`src/rtl/traffic_light_phase_sequencer_assert.svh`:
```
// Assertion macros for the traffic light phase sequencer.
`ifndef TRAFFIC_LIGHT_PHASE_SEQUENCER_ASSERT_SVH
`define TRAFFIC_LIGHT_PHASE_SEQUENCER_ASSERT_SVH

`ifndef SYNTHESIS
// Condition holds at every clock edge out of reset.
`define TLPS_CHECK(lbl, cond) \
  lbl: assert property (@(posedge clk) disable iff (!rst_n) (cond)) \
    else $error("tlps check failed");
// Antecedent implies consequent in the same cycle.
`define TLPS_IMPLY(lbl, ante, cons) \
  lbl: assert property (@(posedge clk) disable iff (!rst_n) (ante) |-> (cons)) \
    else $error("tlps implication failed");
`else
`define TLPS_CHECK(lbl, cond)
`define TLPS_IMPLY(lbl, ante, cons)
`endif

`endif

```
`src/rtl/tlps_pkg.sv`:
```
// Shared constants, types and helpers for the traffic light phase sequencer.
package tlps_pkg;

  localparam int DUR_W = 20;
  localparam int REM_W = 22;
  localparam int SPD_W = 8;
  localparam int CMD_W = 2;
  localparam int PH_W  = 3;
  localparam int IDX_W = 3;
  localparam int NUM_W = REM_W + SPD_W;
  localparam int DEN_W = REM_W;

  localparam logic [REM_W-1:0] REM_MAX  = {REM_W{1'b1}};
  localparam int               SEC_LIMIT = 1000;
  localparam int               BLINK_MS_DEF = 500;

  localparam logic [DUR_W-1:0] RED_RESET        = DUR_W'(58000);
  localparam logic [DUR_W-1:0] RED_YELLOW_RESET = DUR_W'(3000);
  localparam logic [DUR_W-1:0] GREEN_RESET      = DUR_W'(58000);
  localparam logic [DUR_W-1:0] YELLOW_RESET     = DUR_W'(1000);

  localparam logic [CMD_W-1:0] CMD_TICK  = 2'd0;
  localparam logic [CMD_W-1:0] CMD_START = 2'd1;
  localparam logic [CMD_W-1:0] CMD_ACT   = 2'd2;
  localparam logic [CMD_W-1:0] CMD_SPEED = 2'd3;

  localparam logic [PH_W-1:0] PH_RED        = 3'd0;
  localparam logic [PH_W-1:0] PH_RED_YELLOW = 3'd1;
  localparam logic [PH_W-1:0] PH_GREEN      = 3'd2;
  localparam logic [PH_W-1:0] PH_YELLOW     = 3'd3;
  localparam logic [PH_W-1:0] PH_DARK       = 3'd4;

  localparam logic [IDX_W-1:0] REG_RED        = 3'd0;
  localparam logic [IDX_W-1:0] REG_RED_YELLOW = 3'd1;
  localparam logic [IDX_W-1:0] REG_GREEN      = 3'd2;
  localparam logic [IDX_W-1:0] REG_YELLOW     = 3'd3;

  typedef struct packed {
    logic             start;
    logic [NUM_W-1:0] num;
    logic [DEN_W-1:0] den;
  } div_req_t;

  typedef struct packed {
    logic             done;
    logic [NUM_W-1:0] quo;
    logic [DEN_W-1:0] rem;
  } div_rsp_t;

  // x * 1000 as shifts: 1024x - 16x - 8x; x < 1000 so it fits 20 bits
  function automatic logic [DUR_W-1:0] times_1000(input logic [9:0] x);
    logic [DUR_W-1:0] xe;
    xe = DUR_W'(x);
    return (xe << 10) - (xe << 4) - (xe << 3);
  endfunction

  function automatic logic [REM_W-1:0] clip_rem(input logic [NUM_W-1:0] q);
    return (|q[NUM_W-1:REM_W]) ? REM_MAX : q[REM_W-1:0];
  endfunction

endpackage

```
`src/rtl/tlps_div.sv`:
```
// Bit-serial restoring divider: one quotient bit per cycle.
module tlps_div
  import tlps_pkg::*;
(
  input  logic     clk,
  input  logic     rst_n,
  input  div_req_t req,
  output div_rsp_t rsp
);

  localparam int CNT_W = $clog2(NUM_W + 1);

  logic [NUM_W-1:0] quo_r;
  logic [DEN_W-1:0] part_r;
  logic [DEN_W-1:0] den_r;
  logic [CNT_W-1:0] cnt_r;
  logic             busy_r;
  logic             done_r;

  logic [DEN_W:0]   trial;
  logic [DEN_W:0]   diff;
  logic             ge;
  logic [DEN_W-1:0] part_nxt;

  // partial remainder stays below the divisor, so trial < 2*den
  assign trial    = {part_r, quo_r[NUM_W-1]};
  assign diff     = trial - {1'b0, den_r};
  assign ge       = (trial >= {1'b0, den_r});
  assign part_nxt = ge ? diff[DEN_W-1:0] : trial[DEN_W-1:0];

  always_ff @(posedge clk) begin
    if (!rst_n) begin
      busy_r <= 1'b0;
      done_r <= 1'b0;
      cnt_r  <= '0;
    end else begin
      done_r <= busy_r && (cnt_r == CNT_W'(1));
      if (req.start) begin
        busy_r <= 1'b1;
        cnt_r  <= CNT_W'(NUM_W);
      end else if (busy_r) begin
        cnt_r <= cnt_r - CNT_W'(1);
        if (cnt_r == CNT_W'(1)) begin
          busy_r <= 1'b0;
        end
      end
    end
  end

  always_ff @(posedge clk) begin
    if (req.start) begin
      quo_r  <= req.num;
      part_r <= '0;
      den_r  <= req.den;
    end else if (busy_r) begin
      quo_r  <= {quo_r[NUM_W-2:0], ge};
      part_r <= part_nxt;
    end
  end

  assign rsp.done = done_r;
  assign rsp.quo  = quo_r;
  assign rsp.rem  = part_r;

endmodule

```
`src/rtl/traffic_light_phase_sequencer.sv`:
```
// Top level of the traffic light phase sequencer.
//
// Usage:
//  - Input channel (in_valid/in_stall): one command per transfer: tick (one ms),
//    start/resync at in_offset_ms, set active (in_active, in_resync), set speed.
//  - Result channel (out_valid/out_stall): exactly one result per command:
//    phase, pedestrian green, ticks left in the phase, phase-changed flag.
//  - Config channel (cfg_valid/cfg_ready): four phase durations, index 0..3;
//    higher indexes are dropped. cfg_ready is always high. Write only while idle.
// Sequencing: one command in flight at a time. A plain tick passes S_PREP and
//  S_EXEC to S_DONE. Any timer load runs the 30-step serial divider. A speed
//  change adds the 8-step serial multiply. A resync whose offset exceeds the
//  cycle runs the divider twice plus up to four accumulate steps. The divider
//  sets the rate.
// Reset (rst_n low, synchronous): phase dark, timer 0, speed 1, inactive, not
//  started, durations 58000/3000/58000/1000 ms.
// Stall: a finished result sits in the output register while out_stall is
//  high; the next command is taken meanwhile and waits at its end for the slot.
module traffic_light_phase_sequencer
  import tlps_pkg::*;
#(
  parameter int BLINK_MS = BLINK_MS_DEF
) (
  input  logic             clk,
  input  logic             rst_n,
  // command input
  input  logic             in_valid,
  output logic             in_stall,
  input  logic [CMD_W-1:0] in_cmd,
  input  logic [REM_W-1:0] in_offset_ms,
  input  logic             in_active,
  input  logic             in_resync,
  input  logic [SPD_W-1:0] in_new_speed,
  // result output
  output logic             out_valid,
  input  logic             out_stall,
  output logic [PH_W-1:0]  out_phase,
  output logic             out_pedestrian_green,
  output logic [REM_W-1:0] out_remaining_ms,
  output logic             out_phase_changed,
  // config write
  input  logic             cfg_valid,
  output logic             cfg_ready,
  input  logic [IDX_W-1:0] cfg_index,
  input  logic [DUR_W-1:0] cfg_data
);

  // sequencer states
  localparam logic [3:0] S_IDLE = 4'd0;
  localparam logic [3:0] S_PREP = 4'd1;  // lets the duration sums settle
  localparam logic [3:0] S_EXEC = 4'd2;  // command decode
  localparam logic [3:0] S_SYNC = 4'd3;  // offset range check
  localparam logic [3:0] S_ACC  = 4'd4;  // walk the phases, one per cycle
  localparam logic [3:0] S_SUB  = 4'd5;  // time left = running sum - offset
  localparam logic [3:0] S_MUL  = 4'd6;  // remaining * old speed, bit serial
  localparam logic [3:0] S_DIV  = 4'd7;  // launch divider
  localparam logic [3:0] S_WAIT = 4'd8;  // divider running
  localparam logic [3:0] S_DONE = 4'd9;  // hand result to output register

  localparam logic K_LOAD = 1'b0;  // quotient loads the timer
  localparam logic K_MOD  = 1'b1;  // remainder replaces the offset

  localparam int MCNT_W = $clog2(SPD_W);

  // ---------------- configuration and effective durations ----------------
  logic [DUR_W-1:0] dur_r [4];
  logic [REM_W-1:0] raw_sum_r;
  logic [REM_W-1:0] cycle_r;
  logic [DUR_W-1:0] eff_r [4];
  logic             in_seconds;

  assign cfg_ready = 1'b1;

  always_ff @(posedge clk) begin
    if (!rst_n) begin
      dur_r[0] <= RED_RESET;
      dur_r[1] <= RED_YELLOW_RESET;
      dur_r[2] <= GREEN_RESET;
      dur_r[3] <= YELLOW_RESET;
    end else if (cfg_valid && cfg_ready) begin
      unique case (cfg_index)
        REG_RED:        dur_r[0] <= cfg_data;
        REG_RED_YELLOW: dur_r[1] <= cfg_data;
        REG_GREEN:      dur_r[2] <= cfg_data;
        REG_YELLOW:     dur_r[3] <= cfg_data;
        default: ;  // no such register
      endcase
    end
  end

  // Two-stage pipe: raw sum, then seconds-vs-ms decision. It settles once both
  // stages have taken the last config write; S_PREP covers the gap.
  assign in_seconds = (raw_sum_r < REM_W'(SEC_LIMIT));

  always_ff @(posedge clk) begin
    raw_sum_r <= REM_W'(dur_r[0]) + REM_W'(dur_r[1]) + REM_W'(dur_r[2]) + REM_W'(dur_r[3]);
    cycle_r   <= in_seconds ? REM_W'(times_1000(raw_sum_r[9:0])) : raw_sum_r;
    for (int i = 0; i < 4; i++) begin
      eff_r[i] <= in_seconds ? times_1000(dur_r[i][9:0]) : dur_r[i];
    end
  end

  // ---------------- sequencer ----------------
  logic [3:0]        state_r, state_nxt;
  logic [PH_W-1:0]   phase_r, phase_nxt;
  logic [REM_W-1:0]  rem_r, rem_nxt;
  logic [SPD_W-1:0]  speed_r, speed_nxt;
  logic              active_r, active_nxt;
  logic              started_r, started_nxt;
  logic              out_valid_r, out_valid_nxt;

  logic [CMD_W-1:0]  cmd_r, cmd_nxt;
  logic [REM_W-1:0]  off_r, off_nxt;
  logic              act_r, act_nxt;
  logic              rs_r, rs_nxt;
  logic [SPD_W-1:0]  ns_r, ns_nxt;
  logic [PH_W-1:0]   before_r, before_nxt;
  logic [REM_W-1:0]  acc_r, acc_nxt;
  logic [1:0]        idx_r, idx_nxt;
  logic [NUM_W-1:0]  num_r, num_nxt;
  logic [DEN_W-1:0]  den_r, den_nxt;
  logic              kind_r, kind_nxt;
  logic [SPD_W-1:0]  mul_sh_r, mul_sh_nxt;
  logic [MCNT_W-1:0] cnt_r, cnt_nxt;
  logic [PH_W-1:0]   out_phase_r, out_phase_nxt;
  logic [REM_W-1:0]  out_rem_r, out_rem_nxt;
  logic              out_chg_r, out_chg_nxt;

  logic [1:0]        next_ph;
  logic [1:0]        dur_sel;
  logic [DUR_W-1:0]  eff_rd;
  logic [REM_W-1:0]  acc_sum;

  div_req_t div_req;
  div_rsp_t div_rsp;

  tlps_div u_div (
    .clk   (clk),
    .rst_n (rst_n),
    .req   (div_req),
    .rsp   (div_rsp)
  );

  // dark and yellow both wrap to red
  assign next_ph = (phase_r >= PH_YELLOW) ? PH_RED[1:0] : (phase_r[1:0] + 2'd1);
  // single read port on the duration table
  assign dur_sel = (state_r == S_ACC) ? idx_r : next_ph;
  assign eff_rd  = eff_r[dur_sel];
  assign acc_sum = acc_r + REM_W'(eff_rd);

  assign in_stall = (state_r != S_IDLE);

  always_comb begin
    state_nxt     = state_r;
    phase_nxt     = phase_r;
    rem_nxt       = rem_r;
    speed_nxt     = speed_r;
    active_nxt    = active_r;
    started_nxt   = started_r;
    out_valid_nxt = out_valid_r && out_stall;
    cmd_nxt       = cmd_r;
    off_nxt       = off_r;
    act_nxt       = act_r;
    rs_nxt        = rs_r;
    ns_nxt        = ns_r;
    before_nxt    = before_r;
    acc_nxt       = acc_r;
    idx_nxt       = idx_r;
    num_nxt       = num_r;
    den_nxt       = den_r;
    kind_nxt      = kind_r;
    mul_sh_nxt    = mul_sh_r;
    cnt_nxt       = cnt_r;
    out_phase_nxt = out_phase_r;
    out_rem_nxt   = out_rem_r;
    out_chg_nxt   = out_chg_r;
    div_req.start = 1'b0;
    div_req.num   = num_r;
    div_req.den   = den_r;

    unique case (state_r)
      S_IDLE: begin
        if (in_valid) begin
          cmd_nxt    = in_cmd;
          off_nxt    = in_offset_ms;
          act_nxt    = in_active;
          rs_nxt     = in_resync;
          ns_nxt     = in_new_speed;
          before_nxt = phase_r;
          state_nxt  = S_PREP;
        end
      end

      S_PREP: state_nxt = S_EXEC;

      S_EXEC: begin
        state_nxt = S_DONE;
        unique case (cmd_r)
          CMD_TICK: begin
            if (started_r) begin
              if (rem_r > REM_W'(1)) begin
                rem_nxt = rem_r - REM_W'(1);
              end else if (active_r) begin
                // expiry: advance and load the new phase's length
                phase_nxt = {1'b0, next_ph};
                num_nxt   = NUM_W'(eff_rd);
                den_nxt   = DEN_W'(speed_r);
                kind_nxt  = K_LOAD;
                state_nxt = S_DIV;
              end else begin
                phase_nxt = (phase_r == PH_DARK) ? PH_YELLOW : PH_DARK;
                num_nxt   = NUM_W'(BLINK_MS);
                den_nxt   = DEN_W'(speed_r);
                kind_nxt  = K_LOAD;
                state_nxt = S_DIV;
              end
            end
          end
          CMD_START: begin
            started_nxt = 1'b1;
            if (active_r) begin
              state_nxt = S_SYNC;
            end else begin
              num_nxt   = NUM_W'(BLINK_MS);
              den_nxt   = DEN_W'(speed_r);
              kind_nxt  = K_LOAD;
              state_nxt = S_DIV;
            end
          end
          CMD_ACT: begin
            if (act_r != active_r) begin
              active_nxt = act_r;
              if (act_r) begin
                if (started_r && rs_r) begin
                  off_nxt   = '0;
                  state_nxt = S_SYNC;
                end
              end else if (started_r) begin
                phase_nxt = PH_DARK;
                num_nxt   = NUM_W'(BLINK_MS);
                den_nxt   = DEN_W'(speed_r);
                kind_nxt  = K_LOAD;
                state_nxt = S_DIV;
              end
            end
          end
          CMD_SPEED: begin
            if (ns_r != '0) begin
              speed_nxt = ns_r;
              if (started_r) begin
                num_nxt    = '0;
                mul_sh_nxt = speed_r;
                cnt_nxt    = '0;
                den_nxt    = DEN_W'(ns_r);
                kind_nxt   = K_LOAD;
                state_nxt  = S_MUL;
              end
            end
          end
          default: state_nxt = S_DONE;
        endcase
      end

      S_SYNC: begin
        acc_nxt = '0;
        idx_nxt = '0;
        if (off_r > cycle_r) begin
          if (cycle_r == '0) begin
            off_nxt   = '0;
            state_nxt = S_ACC;
          end else begin
            num_nxt   = NUM_W'(off_r);
            den_nxt   = cycle_r;
            kind_nxt  = K_MOD;
            state_nxt = S_DIV;
          end
        end else begin
          state_nxt = S_ACC;
        end
      end

      S_ACC: begin
        // offset <= cycle here, so the last phase always hits
        acc_nxt = acc_sum;
        if (off_r <= acc_sum) begin
          phase_nxt = {1'b0, idx_r};
          state_nxt = S_SUB;
        end else begin
          idx_nxt = idx_r + 2'd1;
        end
      end

      S_SUB: begin
        num_nxt   = NUM_W'(acc_r - off_r);
        den_nxt   = DEN_W'(speed_r);
        kind_nxt  = K_LOAD;
        state_nxt = S_DIV;
      end

      S_MUL: begin
        // MSB-first shift-add of the old speed
        num_nxt    = {num_r[NUM_W-2:0], 1'b0}
                   + (mul_sh_r[SPD_W-1] ? NUM_W'(rem_r) : '0);
        mul_sh_nxt = {mul_sh_r[SPD_W-2:0], 1'b0};
        cnt_nxt    = cnt_r + MCNT_W'(1);
        if (cnt_r == MCNT_W'(SPD_W - 1)) begin
          state_nxt = S_DIV;
        end
      end

      S_DIV: begin
        div_req.start = 1'b1;
        state_nxt     = S_WAIT;
      end

      S_WAIT: begin
        if (div_rsp.done) begin
          if (kind_r == K_MOD) begin
            off_nxt   = div_rsp.rem;
            acc_nxt   = '0;
            idx_nxt   = '0;
            state_nxt = S_ACC;
          end else begin
            rem_nxt   = clip_rem(div_rsp.quo);
            state_nxt = S_DONE;
          end
        end
      end

      S_DONE: begin
        if (!out_valid_r || !out_stall) begin
          out_valid_nxt = 1'b1;
          out_phase_nxt = phase_r;
          out_rem_nxt   = rem_r;
          out_chg_nxt   = (phase_r != before_r);
          state_nxt     = S_IDLE;
        end
      end

      default: state_nxt = S_IDLE;
    endcase
  end

  // control state
  always_ff @(posedge clk) begin
    if (!rst_n) begin
      state_r     <= S_IDLE;
      phase_r     <= PH_DARK;
      rem_r       <= '0;
      speed_r     <= SPD_W'(1);
      active_r    <= 1'b0;
      started_r   <= 1'b0;
      out_valid_r <= 1'b0;
    end else begin
      state_r     <= state_nxt;
      phase_r     <= phase_nxt;
      rem_r       <= rem_nxt;
      speed_r     <= speed_nxt;
      active_r    <= active_nxt;
      started_r   <= started_nxt;
      out_valid_r <= out_valid_nxt;
    end
  end

  // payload and working registers
  always_ff @(posedge clk) begin
    cmd_r       <= cmd_nxt;
    off_r       <= off_nxt;
    act_r       <= act_nxt;
    rs_r        <= rs_nxt;
    ns_r        <= ns_nxt;
    before_r    <= before_nxt;
    acc_r       <= acc_nxt;
    idx_r       <= idx_nxt;
    num_r       <= num_nxt;
    den_r       <= den_nxt;
    kind_r      <= kind_nxt;
    mul_sh_r    <= mul_sh_nxt;
    cnt_r       <= cnt_nxt;
    out_phase_r <= out_phase_nxt;
    out_rem_r   <= out_rem_nxt;
    out_chg_r   <= out_chg_nxt;
  end

  assign out_valid            = out_valid_r;
  assign out_phase            = out_phase_r;
  assign out_pedestrian_green = (out_phase_r == PH_RED);
  assign out_remaining_ms     = out_rem_r;
  assign out_phase_changed    = out_chg_r;

  // ---------------- assertions ----------------
`include "traffic_light_phase_sequencer_assert.svh"

  `TLPS_CHECK(a_speed_nonzero, speed_r != '0)
  `TLPS_CHECK(a_phase_in_range, phase_r <= PH_DARK)
  `TLPS_IMPLY(a_div_done_when_waiting, div_rsp.done, state_r == S_WAIT)
  `TLPS_IMPLY(a_result_from_done, $rose(out_valid_r), $past(state_r) == S_DONE)

endmodule
```
`config.mk`:
```
export PLATFORM = sky130hd
export DESIGN_NAME = traffic_light_phase_sequencer
export DESIGN_NICKNAME = d
export VERILOG_FILES = /design/src/rtl/tlps_pkg.sv /design/src/rtl/tlps_div.sv /design/src/rtl/traffic_light_phase_sequencer.sv
export VERILOG_INCLUDE_DIRS = /design/src /design/src/rtl
export SDC_FILE = /design/constraint.sdc
export NUM_CORES = 1
export LEC_CHECK = 0
export BUFFER_PORTS_ARGS = -buffer_cell sky130_fd_sc_hd__buf_2
export CORE_ASPECT_RATIO = 1.2
export CORE_MARGIN = 4
export CORE_UTILIZATION = 50
export CTS_CLUSTER_SIZE = 30
export DETAILED_ROUTE_END_ITERATION = 16
export PLACE_DENSITY = 0.69
export SLEW_MARGIN = 20
export SYNTH_ARGS = -nofsm -noshare
export SYNTH_HDL_FRONTEND = slang
export SYNTH_SLANG_ARGS = --single-unit
```
`constraint.sdc`:
```
create_clock -name clk -period 5.3 [get_ports clk]
set_clock_uncertainty 0.2 [all_clocks]
set_input_delay 1.06 -clock clk [delete_from_list [all_inputs] [get_ports clk]]
set_output_delay 1.06 -clock clk [all_outputs]
set_load 0.01 [all_outputs]
```
### Yosys cells after proc, flatten, opt, wreduce, memory -nomap -nowiden

Memory sizes are Yosys's and may differ from the RTL's.
Cells that the tools add are included.

| cells by class | value |
|---|---|
| reduce and logical (&&, ||, !) cells | 38 |
| bitwise logic cells | 5 |
| mux-type cells | 137 |
| $lt $le $gt $ge | 6 |
| $add $sub $neg | 22 |
| equality and inequality tests | 49 |

Operator list:

| operator | number |
|---|---|
| $mux W22 | 29 |
| $mux W30 | 12 |
| $pmux W30 S4 | 2 |
| $mux W20 | 10 |
| $pmux W22 S4 | 2 |
| $pmux W22 S3 | 2 |
| $sub A20 B13 Y20 | 5 |
| $sub A20 B14 Y20 | 5 |
| $mux W4 | 15 |
| $add A22 B20 Y22 | 2 |
| $pmux W22 S2 | 1 |
| $pmux W4 S10 | 1 |
| $mux W3 | 12 |
| $mux W1 | 32 |
| $ne A2 B2 Y1 const B | 16 |
| $add A30 B22 Y30 | 1 |
| $mux W8 | 3 |
| $ne A3 B3 Y1 const B | 8 |
| $ge A23 B22 Y1 | 1 |
| $sub A22 B22 Y23 | 1 |
| $add A21 B20 Y22 | 1 |
| $gt A22 B1 Y1 const B | 1 |
| $gt A22 B22 Y1 | 1 |
| $le A22 B22 Y1 | 1 |
| other kinds (54) | 93 |

| storage, ports and cells | value |
|---|---|
| bits of input ports | 62 |
| logic and storage cells | 292 |
| register bits after elaboration | 316 |
| RAM bits | 160 |
| memories | 2 |

Memory list:

| name | words | width | rd ports | clocked after Yosys merged registers in | wr ports | RTL line | RTL |
|---|---|---|---|---|---|---|---|
| dur_r | 4 | 20 | 4 | 0 | 4 | traffic_light_phase_sequencer.sv:66 | `logic [DUR_W-1:0] dur_r [4];` |
| eff_r | 4 | 20 | 1 | 0 | 4 | traffic_light_phase_sequencer.sv:69 | `logic [DUR_W-1:0] eff_r [4];` |

### Logic depth before layout (Yosys ltp)

An unclocked memory read counts as a cell.

| depth | value |
|---|---|
| depth in word-level cells | 9 |
| depth in mapped cells | 26 |
| gate-level depth less buffers | 24 |

### Hierarchy

Synthesis repeated with hierarchy kept, for this count alone.

| second synthesis, totals | value |
|---|---|
| cell total of the unflattened synthesis | 3,091 |
| area, all modules | 30,484.2 µm² |

By module, submodules not included:

| module | seq. area each (µm²) | times used | cells an instance | area each (µm²) |
|---|---|---|---|---|
| traffic_light_phase_sequencer | 10,219.8 | 1 | 2,675 | 25,942.4 |
| tlps_div | 2,142.1 | 1 | 416 | 4,541.9 |

### Worst setup path before layout

OpenSTA, ideal clock, no wires.

| path | value |
|---|---|
| path kind | register -> register |
| from | reg state_r[3] |
| to | reg phase_r[2] |
| data required time | 5,005 ps |
| path buffers | 2 |
| setup time | 95 ps |
| path slack | -567 ps |
| stages on the path, launching flop included | 26 |
| data arrival time | 5,571 ps |
| path through | dfxtp_1 clkbuf_1 nor4b_4 nor4_1 a21o_1 clkbuf_1 and2_1 a211oi_1 a31oi_1 ha_1 fa_1 a211oi_1 o21bai_1 a41o_1 a41o_1 a311oi_1 o21ai_0 xnor2_1 ha_1 nand4_1 nor2_1 nand3_1 and2_0 a221oi_1 o22ai_1 o311ai_1 |

| between the ends | value |
|---|---|
| longest elaborated chain between the ends | 7 |

RTL lines:

| element | RTL line | RTL |
|---|---|---|
| from (decl) | traffic_light_phase_sequencer.sv:104 | `logic [3:0] state_r, state_nxt;` |
| from (signal assigned) | traffic_light_phase_sequencer.sv:355 | `state_r <= state_nxt;` |
| $eq A4 B3 Y1 | traffic_light_phase_sequencer.sv:147, traffic_light_phase_sequencer.sv:181 |  |
| $mux W2 | traffic_light_phase_sequencer.sv:147 | `assign dur_sel = (state_r == S_ACC) ? idx_r : next_ph;` |
| $mem_v2 Z4 W20 | - |  |
| $add A22 B20 Y22 | traffic_light_phase_sequencer.sv:149 | `assign acc_sum = acc_r + REM_W'(eff_rd);` |
| $le A22 B22 Y1 | traffic_light_phase_sequencer.sv:285 | `if (off_r <= acc_sum) begin` |
| $ne A2 B1 Y1 (no source line) | - |  |
| $reduce_and A8 Y1 (no source line) | - |  |
| to (signal assigned) | traffic_light_phase_sequencer.sv:356 | `phase_r <= phase_nxt;` |
| to (decl) | traffic_light_phase_sequencer.sv:105 | `logic [PH_W-1:0] phase_r, phase_nxt;` |

Several ways; a longest one is shown, not always the timed one.
A chain may end at the register's enable or synchronous reset.

### Final worst setup path

Same ends and word-level chain as after synthesis.

==> reports/metrics.csv <==
metric,value,unit
outcome,finished with violations,
violations,negative setup slack,
slew_headroom,29.69,%
min_delay_path_depth,0,
antenna_cells,0,
reg2regPathDepth,25,
finalHoldViolations,0,
grt_usage,27.63,%
timing.fmax,180.3,MHz
slew_viol_final,0,
yosysWarnings,0,
final_util,57.96,%
die_h,278.1,um
cts_buffer_depth,3,
grt_overflow,0,
final_cell_area,0.03475,mm^2
maxCapViolCount,0,
finalNonFillerCells,4219,
drc,0,
vias,24880,
first_global_vias,24670,
crit_type,reg2reg,
p_leak,15.02,nW
postRouteAntennaNets,0,
crit_path_max_fanout,13,
startpoint_type,flop,
die_width,233.1,um
postLayoutSetupSlackWorst,-0.2458,ns
avgSynthCellArea,9.536,um^2
ys_seq_area_share,40.66,%
ir_drop,0.0003014,V
cts_tree,built,
cp.required,5.60,ns
cts_buffers,50,
synth_area,0.03040,mm^2
initial_utilization,50.70,%
setup_violations,8,
drt-wirelength-per-cell,21.72,um
antenna_found_initial,1,
grt_pass1_wl,140800,um
synthCells,3188,
min_period,5.546,ns
syn-num-nets,3585,
tightestPinTransition,1.051,ns
place_inst,4073,
ys_seq_elements,476,
rrSetupSlack,-0.25,ns
dieArea,0.06483,mm^2
grt_max_degree,133,
nets,3776,
place_area,0.03238,mm^2
place_hpwl,70330,um
drive_gt1_share,12.40,%
async_flop_share,0,%
drt_wl_total,91650,um
synth_ff_type,edfxtp_1,
cts_max_level,2,
path_clk_slew,0.06,ns
drt_iter0_drc,2175,
pre_cts_ws,-0.4705,ns
synth_cell_types,83,
fillers,5137,
end_kind,flop,
first_pass_iters,6,
vias_per_cell,5.898,
arrival,5.84,ns
synth_edf_count,283,
num_rows,98,
hold_class,reg2reg,
root_buffer,clkbuf_16,
numClockSinks,476,
place.port_buffers,90,
place.gp.congestion,1.016,
p_per_area,578.3,mW/mm^2
clock_latency,0.61,ns
timing.final.crit_share,104.6,%
core_area,0.05996,mm^2
areaGrowthSynthToFinish,14.32,%
grt_setup_unrepaired,true,
ios,92,
## stage by stage
step / hold WS (ns) / power [mW] / setup TNS, ns
finish: 0.1727 / 20.10 / -1.301
detailed placement: 0.1628 / 15.56 / -2.871
CTS: 0.1715 / 19.61 / -0.8268
global route: 0.1845 / 21.49 / -2.905
floorplan: 0.2003 / 12.36 / 0
global placement: 0.1702 / 15.23 / -1.578
## critical path, stage by stage, from the launching register on
cell and delay [ns]:
dfxtp_2 0.34, nor4b_4 0.26, buf_4 0.17, nor4_4 0.05
a21o_4 0.21, buf_12 0.14, buf_4 0.15, and2_1 0.15
a211oi_1 0.22, a31oi_1 0.10, ha_1 0.39, o21a_1 0.16
o21bai_1 0.07, a31oi_1 0.22, nor2_2 0.08, nor4_2 0.46
or3_4 0.22, xnor2_2 0.11, ha_1 0.27, a21o_1 0.18
a21o_1 0.18, a21oi_2 0.19, o21ai_4 0.11, a221oi_4 0.38
o22ai_4 0.14, o311ai_1 0.27
## state kept, by name, indices dropped and copies added, names as in the netlist, 22 cells and up
register	flops
raw_sum_r	22
num_r	30
u_div.quo_r	30
u_div.part_r	22
off_r	22
cycle_r	22
rem_r	22
eff_r	80
acc_r	22
den_r	22
u_div.den_r	22
out_remaining_ms	22
dur_r	80
## per-layer routing
metal  wire length (um)  GRT usage, %
met2              44340         47.17
met5                  0             0
met1              36410         33.88
met3               4796         3.399
met4               6103         15.10
## final cells by class
class	instances	area, um^2	area share (%)
Clock buffer	72	1446	4.162
Clock inverter	20	165.2	0.4752
Inverter	202	759.5	2.185
Multi-Input combinational cell	2393	17200	49.48
Sequential cell	476	12370	35.58
Tap cell	800	1001	2.880
Timing Repair Buffer	256	1822	5.242
## cells in the final DEF, fill, tap and decap left out, types with 37 or more instances in the layout
| cell type | n |
|---|---|
| nor2_1 | 190 |
| buf_4 | 147 |
| xnor2_1 | 94 |
| xor2_1 | 61 |
| or3_1 | 44 |
| nor3_1 | 50 |
| nand3_1 | 53 |
| buf_2 | 90 |
| a21oi_1 | 163 |
| and2_1 | 111 |
| nor2b_1 | 38 |
| fa_1 | 58 |
| a211oi_1 | 37 |
| ha_1 | 272 |
| nand2_1 | 364 |
| a21o_1 | 75 |
| dfxtp_1 | 190 |
| edfxtp_1 | 283 |
| o21ai_0 | 201 |
| a31oi_1 | 52 |
| inv_1 | 201 |
| o21a_1 | 42 |
| clkbuf_16 | 54 |
## cells by family after synthesis
logic type / Yosys count / share of synthesized area [%]
other: 1 / 0.01233
buffers and inverters: 320 / 4.025
AOI/OAI and AO/OA: 860 / 18.53
muxes: 32 / 1.058
DFF: 476 / 40.66
xor gates and xnor gates: 156 / 4.494
adders and majority gates: 335 / 15.24
and+or+nand+nor: 1008 / 15.98
## power breakdown
group          leakage, nW  switching [mW]  internal (mW)  total [mW]
sequential            4.30           0.833           4.86        5.69
combinational         9.93            6.00           4.96        11.0
clock                0.797            1.49           1.96        3.44
total                 15.0            8.32           11.8        20.1
## what timing repair did
item,CTS,global route
gates resized for setup,36,41
pin swaps,20,30
setup endpoints to repair,7,8
hold buffers,0,0
gates cloned,0,4
hold endpoints to repair,0,0
setup buffers,39,10
## path summary, 6_finish.rpt
kind,start,endpoint
worst max-delay path,state_r[3],phase_r[2]
worst min-delay path,raw_sum_r[21],cycle_r[21]
worst min register to register,raw_sum_r[21],cycle_r[21]
worst max register to register,state_r[3],phase_r[2]
## synthesized netlist by cell type, drive strengths merged, types with 22 or more instances
cell type  number  area (um^2)
nand3          57        285.3
xnor2          95        832.1
buf            23        108.9
mux2i          31        310.3
edfxtp        283         8498
and2          119        744.5
nor2b          39        244.0
or3            48        310.3
clkbuf         95        356.6
inv           201        754.5
a21o           76        570.6
nand4          30        187.7
a22o           22        192.7
nand2         365         1370
a211oi         46        345.3
nor2          195        732.0
a21boi         25        187.7
ha            276         3453
xor2           61        534.3
a21oi         173        865.8
dfxtp         193         3864
a31oi          56        350.3
o21a           43        322.8
fa             59         1181
nand2b         33        206.5
o21ai         228         1141
nor3           51        255.2
No activity file was read; power rests on OpenSTA's default activity.
